**config.mk**
```make
export PLATFORM = sky130hd
export DESIGN_NAME = sd_spi_block_host_sequencer_flat
export DESIGN_NICKNAME = d
export VERILOG_FILES = /design/src/design/sdh_pkg.sv /design/src/design/sdh_in_if.sv /design/src/design/sdh_out_if.sv /design/src/design/sdh_cfg_if.sv /design/src/design/sd_spi_block_host_sequencer.sv /design/src/design/sdh_cfg.sv /design/src/design/sdh_core.sv /design/src/flat_wrapper.sv
export SDC_FILE = /design/constraint.sdc
export NUM_CORES = 1
export LEC_CHECK = 0
export ABC_AREA = 0
export BUFFER_PORTS_ARGS = -buffer_cell sky130_fd_sc_hd__clkbuf_2
export CORE_ASPECT_RATIO = 1.75
export CORE_UTILIZATION = 55
export CTS_CLUSTER_SIZE = 8
export DETAILED_ROUTE_END_ITERATION = 16
export GPL_TIMING_DRIVEN = 0
export HOLD_SLACK_MARGIN = 0.06
export PLACE_DENSITY = 0.74
export SYNTH_ARGS = -nofsm -noshare
export SYNTH_HDL_FRONTEND = slang
export SYNTH_SLANG_ARGS = --single-unit
```
**constraint.sdc**
```tcl
create_clock -name clk -period 5.46 [get_ports clk]
set_input_delay 0.546 -clock clk [delete_from_list [all_inputs] [get_ports clk]]
set_output_delay 0.546 -clock clk [all_outputs]
set_load 0.01 [all_outputs]
```
**src/design/sdh_pkg.sv**
```systemverilog
// Package of shared types and constants for the SD card SPI-mode host sequencer.
`timescale 1ns / 1ps
`default_nettype none
package sdh_pkg;

  // Bytes in one data block, and the width of a counter that can hold that count.
  localparam int BLOCK_BYTES = 512;
  localparam int BC_W        = $clog2(BLOCK_BYTES + 1);

  // Configuration register indexes and port widths.
  localparam int CFG_IDX_W = 2;
  localparam int CFG_DAT_W = 16;
  localparam logic [CFG_IDX_W-1:0] CFG_RESP_POLL = 2'd0;
  localparam logic [CFG_IDX_W-1:0] CFG_BUSY_POLL = 2'd1;
  localparam logic [CFG_IDX_W-1:0] CFG_OPC_RETRY = 2'd2;

  // Opcodes carried by an input beat.
  typedef enum logic [1:0] {
    OP_EXCHANGE = 2'd0,
    OP_INIT     = 2'd1,
    OP_READ     = 2'd2,
    OP_WRITE    = 2'd3
  } opcode_t;

  // Procedure completion status codes.
  localparam logic [2:0] ST_OK            = 3'd0;
  localparam logic [2:0] ST_IDLE_TIMEOUT  = 3'd1;
  localparam logic [2:0] ST_OPC_TIMEOUT   = 3'd2;
  localparam logic [2:0] ST_BLEN_TIMEOUT  = 3'd3;
  localparam logic [2:0] ST_WCMD_TIMEOUT  = 3'd4;
  localparam logic [2:0] ST_WRITE_FAIL    = 3'd5;
  localparam logic [2:0] ST_RCMD_TIMEOUT  = 3'd6;
  localparam logic [2:0] ST_TOKEN_MISSING = 3'd7;

  // One input item.
  typedef struct packed {
    logic [1:0]  opcode;
    logic [15:0] block_number;
    logic [7:0]  miso_byte;
    logic [7:0]  write_byte;
  } in_item_t;

  // One result item.
  typedef struct packed {
    logic [7:0] mosi_byte;
    logic       mosi_valid;
    logic       select_asserted;
    logic       write_taken;
    logic [7:0] read_byte;
    logic       read_valid;
    logic       read_last;
    logic       done_res;
    logic [2:0] status;
    logic       busy_res;
  } result_t;

  // Configuration register values handed to the sequencer core.
  typedef struct packed {
    logic [15:0] response_poll_limit;
    logic [15:0] busy_poll_limit;
    logic [15:0] op_cond_retry_limit;
  } cfg_t;

endpackage
`default_nettype wire

```
**src/design/sdh_in_if.sv**
```systemverilog
// Interface for the input item channel.
`timescale 1ns / 1ps
`default_nettype none
interface sdh_in_if;
  logic        valid;
  logic        ready;
  logic [1:0]  opcode;
  logic [15:0] block_number;
  logic [7:0]  miso_byte;
  logic [7:0]  write_byte;

  modport source (output valid, output opcode, output block_number,
                  output miso_byte, output write_byte, input ready);
  modport sink   (input valid, input opcode, input block_number,
                  input miso_byte, input write_byte, output ready);
endinterface
`default_nettype wire

```
**src/design/sdh_out_if.sv**
```systemverilog
// Interface for the result item channel.
`timescale 1ns / 1ps
`default_nettype none
interface sdh_out_if;
  logic       valid;
  logic       ready;
  logic [7:0] mosi_byte;
  logic       mosi_valid;
  logic       select_asserted;
  logic       write_taken;
  logic [7:0] read_byte;
  logic       read_valid;
  logic       read_last;
  logic       done_res;
  logic [2:0] status;
  logic       busy_res;

  modport source (output valid, output mosi_byte, output mosi_valid,
                  output select_asserted, output write_taken, output read_byte,
                  output read_valid, output read_last, output done_res,
                  output status, output busy_res, input ready);
  modport sink   (input valid, input mosi_byte, input mosi_valid,
                  input select_asserted, input write_taken, input read_byte,
                  input read_valid, input read_last, input done_res,
                  input status, input busy_res, output ready);
endinterface
`default_nettype wire

```
**src/design/sdh_cfg_if.sv**
```systemverilog
// Interface for the configuration write channel.
`timescale 1ns / 1ps
`default_nettype none
interface sdh_cfg_if;
  import sdh_pkg::*;
  logic                 valid;
  logic                 ready;
  logic [CFG_IDX_W-1:0] reg_index;
  logic [CFG_DAT_W-1:0] wdata;

  modport source (output valid, output reg_index, output wdata, input ready);
  modport sink   (input valid, input reg_index, input wdata, output ready);
endinterface
`default_nettype wire

```
**src/design/sd_spi_block_host_sequencer.sv**
```systemverilog
// Top level of the SD card SPI-mode host sequencer.
// The block steers an SD/MMC card in SPI mode one byte exchange at a time.
// in_bus carries items: a start opcode (init, read, write) with a block
// number begins a procedure, and each exchange item brings the card's reply
// to the last byte sent plus the next write data byte on offer.
// out_bus returns one result beat for every input beat: the next byte to
// send, chip select, read data with a last flag, done, status and busy.
// cfg_bus writes the three poll and retry limits; it is always ready. The user
// must write it only while no procedure is running; the block does not enforce this.
// An accepted input beat passes through one input register and one result
// register, with the procedure state machine between them. Throughput is one
// item per cycle while out_bus does not stall.
// When out_bus stalls, the pending result holds and the input register takes
// one more beat before in_bus ready drops.
// Reset (rst_n low at a clock edge) empties both registers, returns the
// sequencer to idle with status ok and loads the default limits.
`timescale 1ns / 1ps
`default_nettype none
module sd_spi_block_host_sequencer (
  input  wire logic clk,
  input  wire logic rst_n,
  sdh_in_if.sink    in_bus,
  sdh_out_if.source out_bus,
  sdh_cfg_if.sink   cfg_bus
);
  import sdh_pkg::*;

  logic     in_valid_r;
  in_item_t in_item_r;
  logic     out_valid_r, out_valid_nxt;
  logic     advance;
  cfg_t     cfg;
  result_t  res;

  // An item moves into the result register whenever that register is free or its beat is being taken.
  assign advance      = in_valid_r && (!out_valid_r || out_bus.ready);
  assign in_bus.ready = !in_valid_r || advance;

  // Input register.
  always_ff @(posedge clk) begin
    if (!rst_n) begin
      in_valid_r <= 1'b0;
    end else if (in_bus.ready) begin
      in_valid_r <= in_bus.valid;
    end
    if (in_bus.ready && in_bus.valid) begin
      in_item_r.opcode       <= in_bus.opcode;
      in_item_r.block_number <= in_bus.block_number;
      in_item_r.miso_byte    <= in_bus.miso_byte;
      in_item_r.write_byte   <= in_bus.write_byte;
    end
  end

  // Result beat valid flag.
  always_comb begin
    out_valid_nxt = out_valid_r;
    if (advance) out_valid_nxt = 1'b1;
    else if (out_bus.ready) out_valid_nxt = 1'b0;
  end

  always_ff @(posedge clk) begin
    if (!rst_n) begin
      out_valid_r <= 1'b0;
    end else begin
      out_valid_r <= out_valid_nxt;
    end
  end

  sdh_cfg u_cfg (
    .clk     (clk),
    .rst_n   (rst_n),
    .cfg_bus (cfg_bus),
    .cfg     (cfg)
  );

  sdh_core u_core (
    .clk   (clk),
    .rst_n (rst_n),
    .step  (advance),
    .item  (in_item_r),
    .cfg   (cfg),
    .res   (res)
  );

  // Result channel drive.
  assign out_bus.valid           = out_valid_r;
  assign out_bus.mosi_byte       = res.mosi_byte;
  assign out_bus.mosi_valid      = res.mosi_valid;
  assign out_bus.select_asserted = res.select_asserted;
  assign out_bus.write_taken     = res.write_taken;
  assign out_bus.read_byte       = res.read_byte;
  assign out_bus.read_valid      = res.read_valid;
  assign out_bus.read_last       = res.read_last;
  assign out_bus.done_res        = res.done_res;
  assign out_bus.status          = res.status;
  assign out_bus.busy_res        = res.busy_res;

endmodule
`default_nettype wire

```
**src/design/sdh_cfg.sv**
```systemverilog
// Configuration registers holding the poll and retry limits.
`timescale 1ns / 1ps
`default_nettype none
module sdh_cfg (
  input  wire logic    clk,
  input  wire logic    rst_n,
  sdh_cfg_if.sink      cfg_bus,
  output sdh_pkg::cfg_t cfg
);
  import sdh_pkg::*;

  cfg_t cfg_r;

  // Writes are always taken.
  assign cfg_bus.ready = 1'b1;
  assign cfg       = cfg_r;

  // Register file with reset values; writes beyond the list are dropped.
  always_ff @(posedge clk) begin
    if (!rst_n) begin
      cfg_r.response_poll_limit <= 16'd4095;
      cfg_r.busy_poll_limit     <= 16'd65535;
      cfg_r.op_cond_retry_limit <= 16'd1000;
    end else if (cfg_bus.valid) begin
      unique case (cfg_bus.reg_index)
        CFG_RESP_POLL: cfg_r.response_poll_limit <= cfg_bus.wdata;
        CFG_BUSY_POLL: cfg_r.busy_poll_limit     <= cfg_bus.wdata;
        CFG_OPC_RETRY: cfg_r.op_cond_retry_limit <= cfg_bus.wdata;
        default: ;
      endcase
    end
  end

endmodule
`default_nettype wire

```
**src/design/sdh_core.sv**
```systemverilog
// Sequencer core: procedure state machine and registered result for each item.
`timescale 1ns / 1ps
`default_nettype none
module sdh_core (
  input  wire logic             clk,
  input  wire logic             rst_n,
  input  wire logic             step,
  input  wire sdh_pkg::in_item_t item,
  input  wire sdh_pkg::cfg_t    cfg,
  output sdh_pkg::result_t      res
);
  import sdh_pkg::*;

  typedef enum logic [4:0] {
    P_IDLE, P_WAKE, P_CMD0_TX, P_CMD0_POLL, P_CMD1_TX, P_CMD1_POLL,
    P_CMD16_TX, P_CMD16_POLL, P_RD_TX, P_RD_POLL, P_RD_TOKEN, P_RD_DATA,
    P_RD_CRC, P_WR_TX, P_WR_POLL, P_WR_TOKEN, P_WR_DATA, P_WR_CRC,
    P_WR_RESP, P_WR_BUSY
  } phase_t;

  phase_t            phase_r, phase_nxt;
  logic [BC_W-1:0]   bc_r, bc_nxt;
  logic [15:0]       poll_r, poll_nxt;
  logic [15:0]       retry_r, retry_nxt;
  logic [31:0]       addr_r, addr_nxt;
  logic [2:0]        last_st_r, last_st_nxt;
  logic [7:0]        pend_r, pend_nxt;
  result_t           res_r, res_nxt;

  logic              em;
  logic [7:0]        em_b;
  logic              fin;
  logic [2:0]        fin_st;
  logic [15:0]       poll_inc;
  logic [15:0]       poll_lim;
  logic              poll_to;
  logic [BC_W-1:0]   bc_inc;

  // Byte i of a command frame: code, four argument bytes, then CRC.
  function automatic logic [7:0] cmd_byte(phase_t tx, logic [2:0] idx,
                                          logic [31:0] addr);
    logic [7:0]  code;
    logic [7:0]  crc;
    logic [31:0] arg;
    code = 8'h58;
    crc  = 8'hFF;
    arg  = addr;
    case (tx)
      P_CMD0_TX:  begin code = 8'h40; arg = 32'd0; crc = 8'h95; end
      P_CMD1_TX:  begin code = 8'h41; arg = 32'd0; end
      P_CMD16_TX: begin code = 8'h50; arg = 32'(BLOCK_BYTES); end
      P_RD_TX:    code = 8'h51;
      default:    code = 8'h58;
    endcase
    case (idx)
      3'd0:    cmd_byte = code;
      3'd1:    cmd_byte = arg[31:24];
      3'd2:    cmd_byte = arg[23:16];
      3'd3:    cmd_byte = arg[15:8];
      3'd4:    cmd_byte = arg[7:0];
      default: cmd_byte = crc;
    endcase
  endfunction

  // Poll miss bookkeeping: the busy wait uses its own limit, a wrap counts as timeout.
  assign poll_inc = poll_r + 16'd1;
  assign poll_lim = (phase_r == P_WR_BUSY) ? cfg.busy_poll_limit : cfg.response_poll_limit;
  assign poll_to  = (poll_inc >= poll_lim) || (poll_inc == 16'd0);
  assign bc_inc   = bc_r + BC_W'(1);

  // Next state and result for the item in hand.
  always_comb begin
    phase_nxt   = phase_r;
    bc_nxt      = bc_r;
    poll_nxt    = poll_r;
    retry_nxt   = retry_r;
    addr_nxt    = addr_r;
    last_st_nxt = last_st_r;
    pend_nxt    = pend_r;
    res_nxt     = '0;
    em          = 1'b0;
    em_b        = 8'hFF;
    fin         = 1'b0;
    fin_st      = ST_OK;

    if (opcode_t'(item.opcode) != OP_EXCHANGE) begin
      if (phase_r != P_IDLE) begin
        // A start while busy offers the pending byte again.
        res_nxt.mosi_byte  = pend_r;
        res_nxt.mosi_valid = 1'b1;
      end else begin
        poll_nxt = 16'd0;
        bc_nxt   = BC_W'(1);
        em       = 1'b1;
        if (opcode_t'(item.opcode) == OP_INIT) begin
          retry_nxt = 16'd0;
          phase_nxt = P_WAKE;
          em_b      = 8'hFF;
        end else begin
          addr_nxt  = 32'(item.block_number) * 32'(BLOCK_BYTES);
          phase_nxt = (opcode_t'(item.opcode) == OP_READ) ? P_RD_TX : P_WR_TX;
          em_b      = cmd_byte(phase_nxt, 3'd0, addr_nxt);
        end
      end
    end else if (phase_r != P_IDLE) begin
      unique case (phase_r)
        P_WAKE: begin
          em = 1'b1;
          if (bc_r < BC_W'(10)) begin
            bc_nxt = bc_inc;
            em_b   = 8'hFF;
          end else begin
            phase_nxt = P_CMD0_TX;
            bc_nxt    = BC_W'(1);
            em_b      = cmd_byte(P_CMD0_TX, 3'd0, addr_r);
          end
        end
        P_CMD0_TX, P_CMD1_TX, P_CMD16_TX, P_RD_TX, P_WR_TX: begin
          em = 1'b1;
          if (bc_r < BC_W'(6)) begin
            em_b   = cmd_byte(phase_r, bc_r[2:0], addr_r);
            bc_nxt = bc_inc;
          end else begin
            // Move on to the response poll of this command.
            poll_nxt = 16'd0;
            em_b     = 8'hFF;
            case (phase_r)
              P_CMD0_TX:  phase_nxt = P_CMD0_POLL;
              P_CMD1_TX:  phase_nxt = P_CMD1_POLL;
              P_CMD16_TX: phase_nxt = P_CMD16_POLL;
              P_RD_TX:    phase_nxt = P_RD_POLL;
              default:    phase_nxt = P_WR_POLL;
            endcase
          end
        end
        P_CMD0_POLL: begin
          if (item.miso_byte == 8'h01) begin
            retry_nxt = 16'd1;
            phase_nxt = P_CMD1_TX;
            bc_nxt    = BC_W'(1);
            em        = 1'b1;
            em_b      = cmd_byte(P_CMD1_TX, 3'd0, addr_r);
          end else begin
            poll_nxt = poll_inc;
            if (poll_to) begin
              fin = 1'b1; fin_st = ST_IDLE_TIMEOUT;
            end else em = 1'b1;
          end
        end
        P_CMD1_POLL: begin
          if (item.miso_byte == 8'h00) begin
            phase_nxt = P_CMD16_TX;
            bc_nxt    = BC_W'(1);
            em        = 1'b1;
            em_b      = cmd_byte(P_CMD16_TX, 3'd0, addr_r);
          end else begin
            poll_nxt = poll_inc;
            if (!poll_to) em = 1'b1;
            else if (retry_r >= cfg.op_cond_retry_limit) begin
              fin = 1'b1; fin_st = ST_OPC_TIMEOUT;
            end else begin
              // Send CMD1 again.
              retry_nxt = retry_r + 16'd1;
              phase_nxt = P_CMD1_TX;
              bc_nxt    = BC_W'(1);
              em        = 1'b1;
              em_b      = cmd_byte(P_CMD1_TX, 3'd0, addr_r);
            end
          end
        end
        P_CMD16_POLL: begin
          if (item.miso_byte == 8'h00) begin
            fin = 1'b1; fin_st = ST_OK;
          end else begin
            poll_nxt = poll_inc;
            if (poll_to) begin
              fin = 1'b1; fin_st = ST_BLEN_TIMEOUT;
            end else em = 1'b1;
          end
        end
        P_RD_POLL: begin
          if (item.miso_byte == 8'h00) begin
            phase_nxt = P_RD_TOKEN;
            poll_nxt  = 16'd0;
            em        = 1'b1;
          end else begin
            poll_nxt = poll_inc;
            if (poll_to) begin
              fin = 1'b1; fin_st = ST_RCMD_TIMEOUT;
            end else em = 1'b1;
          end
        end
        P_RD_TOKEN: begin
          if (item.miso_byte == 8'hFE) begin
            phase_nxt = P_RD_DATA;
            bc_nxt    = '0;
            em        = 1'b1;
          end else begin
            poll_nxt = poll_inc;
            if (poll_to) begin
              fin = 1'b1; fin_st = ST_TOKEN_MISSING;
            end else em = 1'b1;
          end
        end
        P_RD_DATA: begin
          res_nxt.read_byte  = item.miso_byte;
          res_nxt.read_valid = 1'b1;
          em     = 1'b1;
          bc_nxt = bc_inc;
          if (bc_inc >= BC_W'(BLOCK_BYTES)) begin
            res_nxt.read_last = 1'b1;
            phase_nxt         = P_RD_CRC;
            bc_nxt            = '0;
          end
        end
        P_RD_CRC: begin
          bc_nxt = bc_inc;
          if (bc_inc >= BC_W'(2)) begin
            fin = 1'b1; fin_st = ST_OK;
          end else em = 1'b1;
        end
        P_WR_POLL: begin
          if (item.miso_byte == 8'h00) begin
            phase_nxt = P_WR_TOKEN;
            em        = 1'b1;
            em_b      = 8'hFE;
          end else begin
            poll_nxt = poll_inc;
            if (poll_to) begin
              fin = 1'b1; fin_st = ST_WCMD_TIMEOUT;
            end else em = 1'b1;
          end
        end
        P_WR_TOKEN: begin
          phase_nxt           = P_WR_DATA;
          bc_nxt              = BC_W'(1);
          res_nxt.write_taken = 1'b1;
          em                  = 1'b1;
          em_b                = item.write_byte;
        end
        P_WR_DATA: begin
          em = 1'b1;
          if (bc_r < BC_W'(BLOCK_BYTES)) begin
            bc_nxt              = bc_inc;
            res_nxt.write_taken = 1'b1;
            em_b                = item.write_byte;
          end else begin
            phase_nxt = P_WR_CRC;
            bc_nxt    = BC_W'(1);
          end
        end
        P_WR_CRC: begin
          em = 1'b1;
          if (bc_r < BC_W'(2)) bc_nxt = bc_inc;
          else phase_nxt = P_WR_RESP;
        end
        P_WR_RESP: begin
          // Data response token: low nibble 0101 means accepted.
          if (item.miso_byte[3:0] == 4'h5) begin
            phase_nxt = P_WR_BUSY;
            poll_nxt  = 16'd0;
            em        = 1'b1;
          end else begin
            fin = 1'b1; fin_st = ST_WRITE_FAIL;
          end
        end
        P_WR_BUSY: begin
          if (item.miso_byte != 8'h00) begin
            fin = 1'b1; fin_st = ST_OK;
          end else begin
            poll_nxt = poll_inc;
            if (poll_to) begin
              fin = 1'b1; fin_st = ST_WRITE_FAIL;
            end else em = 1'b1;
          end
        end
        default: phase_nxt = P_IDLE;
      endcase
    end

    // Byte offered for the next exchange.
    if (em) begin
      pend_nxt           = em_b;
      res_nxt.mosi_byte  = em_b;
      res_nxt.mosi_valid = 1'b1;
    end

    // End of procedure.
    if (fin) begin
      phase_nxt        = P_IDLE;
      last_st_nxt      = fin_st;
      res_nxt.done_res = 1'b1;
    end

    // Nothing to send once idle; select stays released while waking the card.
    if (phase_nxt == P_IDLE) begin
      res_nxt.mosi_byte  = 8'h00;
      res_nxt.mosi_valid = 1'b0;
    end
    res_nxt.select_asserted = (phase_nxt != P_IDLE) && (phase_nxt != P_WAKE);
    res_nxt.status          = last_st_nxt;
    res_nxt.busy_res        = (phase_nxt != P_IDLE);
  end

  // State and result registers, updated once for each item.
  always_ff @(posedge clk) begin
    if (!rst_n) begin
      phase_r   <= P_IDLE;
      bc_r      <= '0;
      poll_r    <= '0;
      retry_r   <= '0;
      addr_r    <= '0;
      last_st_r <= ST_OK;
      pend_r    <= '0;
    end else if (step) begin
      phase_r   <= phase_nxt;
      bc_r      <= bc_nxt;
      poll_r    <= poll_nxt;
      retry_r   <= retry_nxt;
      addr_r    <= addr_nxt;
      last_st_r <= last_st_nxt;
      pend_r    <= pend_nxt;
    end
    if (step) res_r <= res_nxt;
  end

  assign res = res_r;

endmodule
`default_nettype wire

```
**src/flat_wrapper.sv**
```systemverilog
// flat-port wrapper written by rule: the top's interface ports become plain ports
module sd_spi_block_host_sequencer_flat import sdh_pkg::*;
  (clk, rst_n, in_bus_valid, in_bus_opcode, in_bus_block_number, in_bus_miso_byte, in_bus_write_byte, in_bus_ready, out_bus_valid, out_bus_mosi_byte, out_bus_mosi_valid, out_bus_select_asserted, out_bus_write_taken, out_bus_read_byte, out_bus_read_valid, out_bus_read_last, out_bus_done_res, out_bus_status, out_bus_busy_res, out_bus_ready, cfg_bus_valid, cfg_bus_reg_index, cfg_bus_wdata, cfg_bus_ready);
  sdh_in_if in_bus_i ();
  sdh_out_if out_bus_i ();
  sdh_cfg_if cfg_bus_i ();
  input  wire logic clk;
  input  wire logic rst_n;
  input wire logic [$bits(in_bus_i.valid)-1:0] in_bus_valid;
  input wire logic [$bits(in_bus_i.opcode)-1:0] in_bus_opcode;
  input wire logic [$bits(in_bus_i.block_number)-1:0] in_bus_block_number;
  input wire logic [$bits(in_bus_i.miso_byte)-1:0] in_bus_miso_byte;
  input wire logic [$bits(in_bus_i.write_byte)-1:0] in_bus_write_byte;
  output wire logic [$bits(in_bus_i.ready)-1:0] in_bus_ready;
  output wire logic [$bits(out_bus_i.valid)-1:0] out_bus_valid;
  output wire logic [$bits(out_bus_i.mosi_byte)-1:0] out_bus_mosi_byte;
  output wire logic [$bits(out_bus_i.mosi_valid)-1:0] out_bus_mosi_valid;
  output wire logic [$bits(out_bus_i.select_asserted)-1:0] out_bus_select_asserted;
  output wire logic [$bits(out_bus_i.write_taken)-1:0] out_bus_write_taken;
  output wire logic [$bits(out_bus_i.read_byte)-1:0] out_bus_read_byte;
  output wire logic [$bits(out_bus_i.read_valid)-1:0] out_bus_read_valid;
  output wire logic [$bits(out_bus_i.read_last)-1:0] out_bus_read_last;
  output wire logic [$bits(out_bus_i.done_res)-1:0] out_bus_done_res;
  output wire logic [$bits(out_bus_i.status)-1:0] out_bus_status;
  output wire logic [$bits(out_bus_i.busy_res)-1:0] out_bus_busy_res;
  input wire logic [$bits(out_bus_i.ready)-1:0] out_bus_ready;
  input wire logic [$bits(cfg_bus_i.valid)-1:0] cfg_bus_valid;
  input wire logic [$bits(cfg_bus_i.reg_index)-1:0] cfg_bus_reg_index;
  input wire logic [$bits(cfg_bus_i.wdata)-1:0] cfg_bus_wdata;
  output wire logic [$bits(cfg_bus_i.ready)-1:0] cfg_bus_ready;
  assign in_bus_i.valid = in_bus_valid;
  assign in_bus_i.opcode = in_bus_opcode;
  assign in_bus_i.block_number = in_bus_block_number;
  assign in_bus_i.miso_byte = in_bus_miso_byte;
  assign in_bus_i.write_byte = in_bus_write_byte;
  assign in_bus_ready = in_bus_i.ready;
  assign out_bus_valid = out_bus_i.valid;
  assign out_bus_mosi_byte = out_bus_i.mosi_byte;
  assign out_bus_mosi_valid = out_bus_i.mosi_valid;
  assign out_bus_select_asserted = out_bus_i.select_asserted;
  assign out_bus_write_taken = out_bus_i.write_taken;
  assign out_bus_read_byte = out_bus_i.read_byte;
  assign out_bus_read_valid = out_bus_i.read_valid;
  assign out_bus_read_last = out_bus_i.read_last;
  assign out_bus_done_res = out_bus_i.done_res;
  assign out_bus_status = out_bus_i.status;
  assign out_bus_busy_res = out_bus_i.busy_res;
  assign out_bus_i.ready = out_bus_ready;
  assign cfg_bus_i.valid = cfg_bus_valid;
  assign cfg_bus_i.reg_index = cfg_bus_reg_index;
  assign cfg_bus_i.wdata = cfg_bus_wdata;
  assign cfg_bus_ready = cfg_bus_i.ready;
  sd_spi_block_host_sequencer u_core (.clk(clk), .rst_n(rst_n), .in_bus(in_bus_i), .out_bus(out_bus_i), .cfg_bus(cfg_bus_i));
endmodule
```
==> results.cfg <==
[logic_synthesis]
synth_ff_type = dfxtp_1
yosysWarnings = 0
netlist_instances = 1286
synth_edf_count = 60
synth_cell_types = 94
ys_ff_latch = 184
yosysSeqAreaShare_pct = 39.6
ys_async_sr_fraction_pct = 0
synth_area_per_cell_sq_um = 8.40
netlist_area_sq_um = 10800
synthesis.nets = 1387

[global_routing]
grt_max_degree = 36
grt.overflow.total = 0
grt.total_usage_pct = 36.5
grt_pass1_vias = 10200
grt_pass1_wl_mm = 55.7
antenna_found_initial = 0

[power_and_ir_drop]
p_per_area_nw_per_um2 = 275
p_leak_uw = 0.00475
vdd_drop_max_mv = 0.280

[setup_path]
cp_slowest_stage_delay_ps = 550
crit_end = u_core.u_core.phase_r[1]
crit_chain = buf_4 -> buf_6 -> nor2_1 -> buf_2 -> nand3_2 -> mux2i_1 -> ha_1 -> a211oi_1 -> nand2_1 -> a211o_1 -> o31ai_2 -> o21ai_2 -> buf_2 -> a21oi_2 -> o21ai_0 -> o31ai_1
cp_max_fo = 17
crit_path_frequent_cell = buf_2
start_kind = flop
critPathSlowestCell = nand3_2
reg2reg_from = u_core.u_core.phase_r[3]
crit_type = flop to flop
cp-startpoint = u_core.u_core.phase_r[3]
rr_endpoint = u_core.u_core.phase_r[1]
cp.buffers_inverters = 4
rr_worst_depth = 16
setup.worst_path.end_class = flop
crit_cells = 16
critical-path-top-delay-family = compound AO/OA/AOI/OAI gates
arrival_ps = 5560
reg2reg_slack_ps = 260
critPathRequiredTime_ps = 5820

[floorplanning]
num_rows = 67
die-area_sq_um = 20200
die_h_microns = 187
core_sq_um = 19200
die_w_microns = 108
initial_core_util_pct = 56.3
ios = 86

[sta]
post-route-min-period_ps = 5200
whs_ps = 258
tightest_slew_ps = 1280
rsz0062_at_grt = false
max_freq_mhz = 192
final.setup_skew_ps = 16.5
maxSlewViolCount = 0
final_hold_viol_count = 0
finalCritPeriodShare_pct = 95.3
setup_viol = 0
slew-limit-headroom_pct = 13.6
fin_ws_ps = 257

[job]
cap_violations = 0

[drt]
postRouteAntennaNets = 0
post_drt_wl_per_cell_microns = 21.7
drt_first_iter_violations = 884
first_pass_iters = 5
vias = 10500
routed_wl_mm = 35.7
drc = 0
vias_per_cell = 6.38

[placed_design]
place.port_buffers = 84
gp_routability_congestion = 1.06
place_ws_ps = -377
dp_hpwl_mm = 26.8
postPlaceCellArea_sq_um = 11500

[clocking]
clockBufferDepth = 2
cts_tree = yes
clock_latency_ps = 460
htree_levels = 4
cts_setup_buffers = 0
clock-root-buffer = clkbuf_16
cts_inserted_buffers = 17
cts_sinks = 184
clk_pin_slew_ps = 80

[final_layout]
design_area_sq_um = 12200
antenna_cells = 0
nets = 1488
final_layout_size_suffix_gt1_share_pct = 13.4
area_growth_pct = 12.6

[worst_hold_path]
min_path_type = input pin to flop
min-delay-start = in_bus_miso_byte[7]

[run_status]
outcome = completed
==> worst reg2reg max path, stage by stage, from the launching register on <==
cell and delay [ps]:
dfxtp_1 360, buf_4 200, buf_6 160, nor2_1 160, buf_2 310, nand3_2 550, mux2i_1 470, ha_1 320
a211oi_1 230, nand2_1 100, a211o_1 310, o31ai_2 460, o21ai_2 230, buf_2 280, a21oi_2 320, o21ai_0 310
o31ai_1 320
==> flip-flops by register name (all words and copies together), names as in the netlist, 3 cells and up <==
name                     count
u_core.u_core.poll_r        16
u_core.in_item_r            34
u_core.u_core.phase_r        5
u_core.u_core.addr_r        16
u_core.u_core.res           26
u_core.u_cfg.cfg            48
u_core.u_core.last_st_r      3
u_core.u_core.retry_r       16
u_core.u_core.pend_r         8
u_core.u_core.bc_r          10
==> per-stage QoR <==
stage | std cells | total power (uW) | setup TNS, ps | utilization [%]
2_1_floorplan | 1286 | 1840 | 0 | -
3_3_place_gp | 1611 | 2010 | -4180 | 60.1
3_5_place_dp | 1611 | 2020 | -3140 | 60.1
4_1_cts | 1643 | 3340 | 0 | 63.4
5_1_grt | 1641 | 3440 | 0 | 63.4
6_report | 1641 | 3340 | 0 | 63.4
==> what timing repair did <==
item                       CTS  global route
hold buffers                 0             0
hold endpoints to repair     0             0
setup endpoints to repair   27            21
resized for setup            2             1
==> report_power, final <==
group	leakage (uW)	switching, uW	internal, uW
registers	0.00159	29.7	1480
clock network	0.000308	598	741
logic	0.00286	338	159
==> cells by family after synthesis <==
group           after synthesis  share of synthesized area (%)
simple gates                533                           24.5
fa+ha+maj                    44                           5.09
compound gates              353                           21.6
buf+inv                     133                           5.81
mux                          17                           1.59
xor+xnor                     21                           1.70
other cells                   1                         0.0347
flops                       184                           39.6
==> cell type report <==
class	instances	area, sq um
tap	241	302
sequential	184	4280
fill	1666	7030
clock buffer	17	425
buffer	85	449
timing repair buffer	84	420
inverter	46	173
clock inverter	15	206
multi-input combinational	969	5910
==> routing by layer <==
metal / up-vias / GRT usage, % / part of all wire [%]
li1: 4905 / - / -
met1: 5003 / 41.2 / 38
met2: 419 / 61.4 / 50
met3: 138 / 7.77 / 6.3
met4: 0 / 22.7 / 6.1
met5: - / 0 / 0
==> synthesized netlist by cell type, types with 23 or more instances <==
cell type  count  area share, %
edfxtp_1      60             17
nand3_1       71            3.3
nor2_1        77            2.7
o21ai_0       56            2.6
inv_1         43            1.5
a21oi_1      111            5.1
ha_1          44            5.1
nand4_1       23            1.3
clkbuf_1      45            1.6
a22oi_1       29            2.0
dfxtp_1      124             23
nand2_1      205            7.1
nor3_1        24            1.1
==> cells in the final DEF, fill, tap and decap left out, types with 44 or more instances in the layout <==
cell,n
dfxtp_1,124
nor2_1,77
edfxtp_1,60
ha_1,44
nand2_1,205
clkbuf_2,85
a21oi_1,110
nand3_1,70
o21ai_0,56
==> worst min-delay path by stage <==
stage                                           to  depth (start not counted)
after floorplan               u_core.u_cfg.cfg[32]                          2
after global placement    u_core.u_core.addr_r[15]                          2
after detailed placement      u_core.u_cfg.cfg[44]                          2
after CTS                     u_core.in_item_r[15]                          1
after global routing          u_core.in_item_r[15]                          1
final                         u_core.in_item_r[15]                          1
Power figures use the tool's default switching activity.
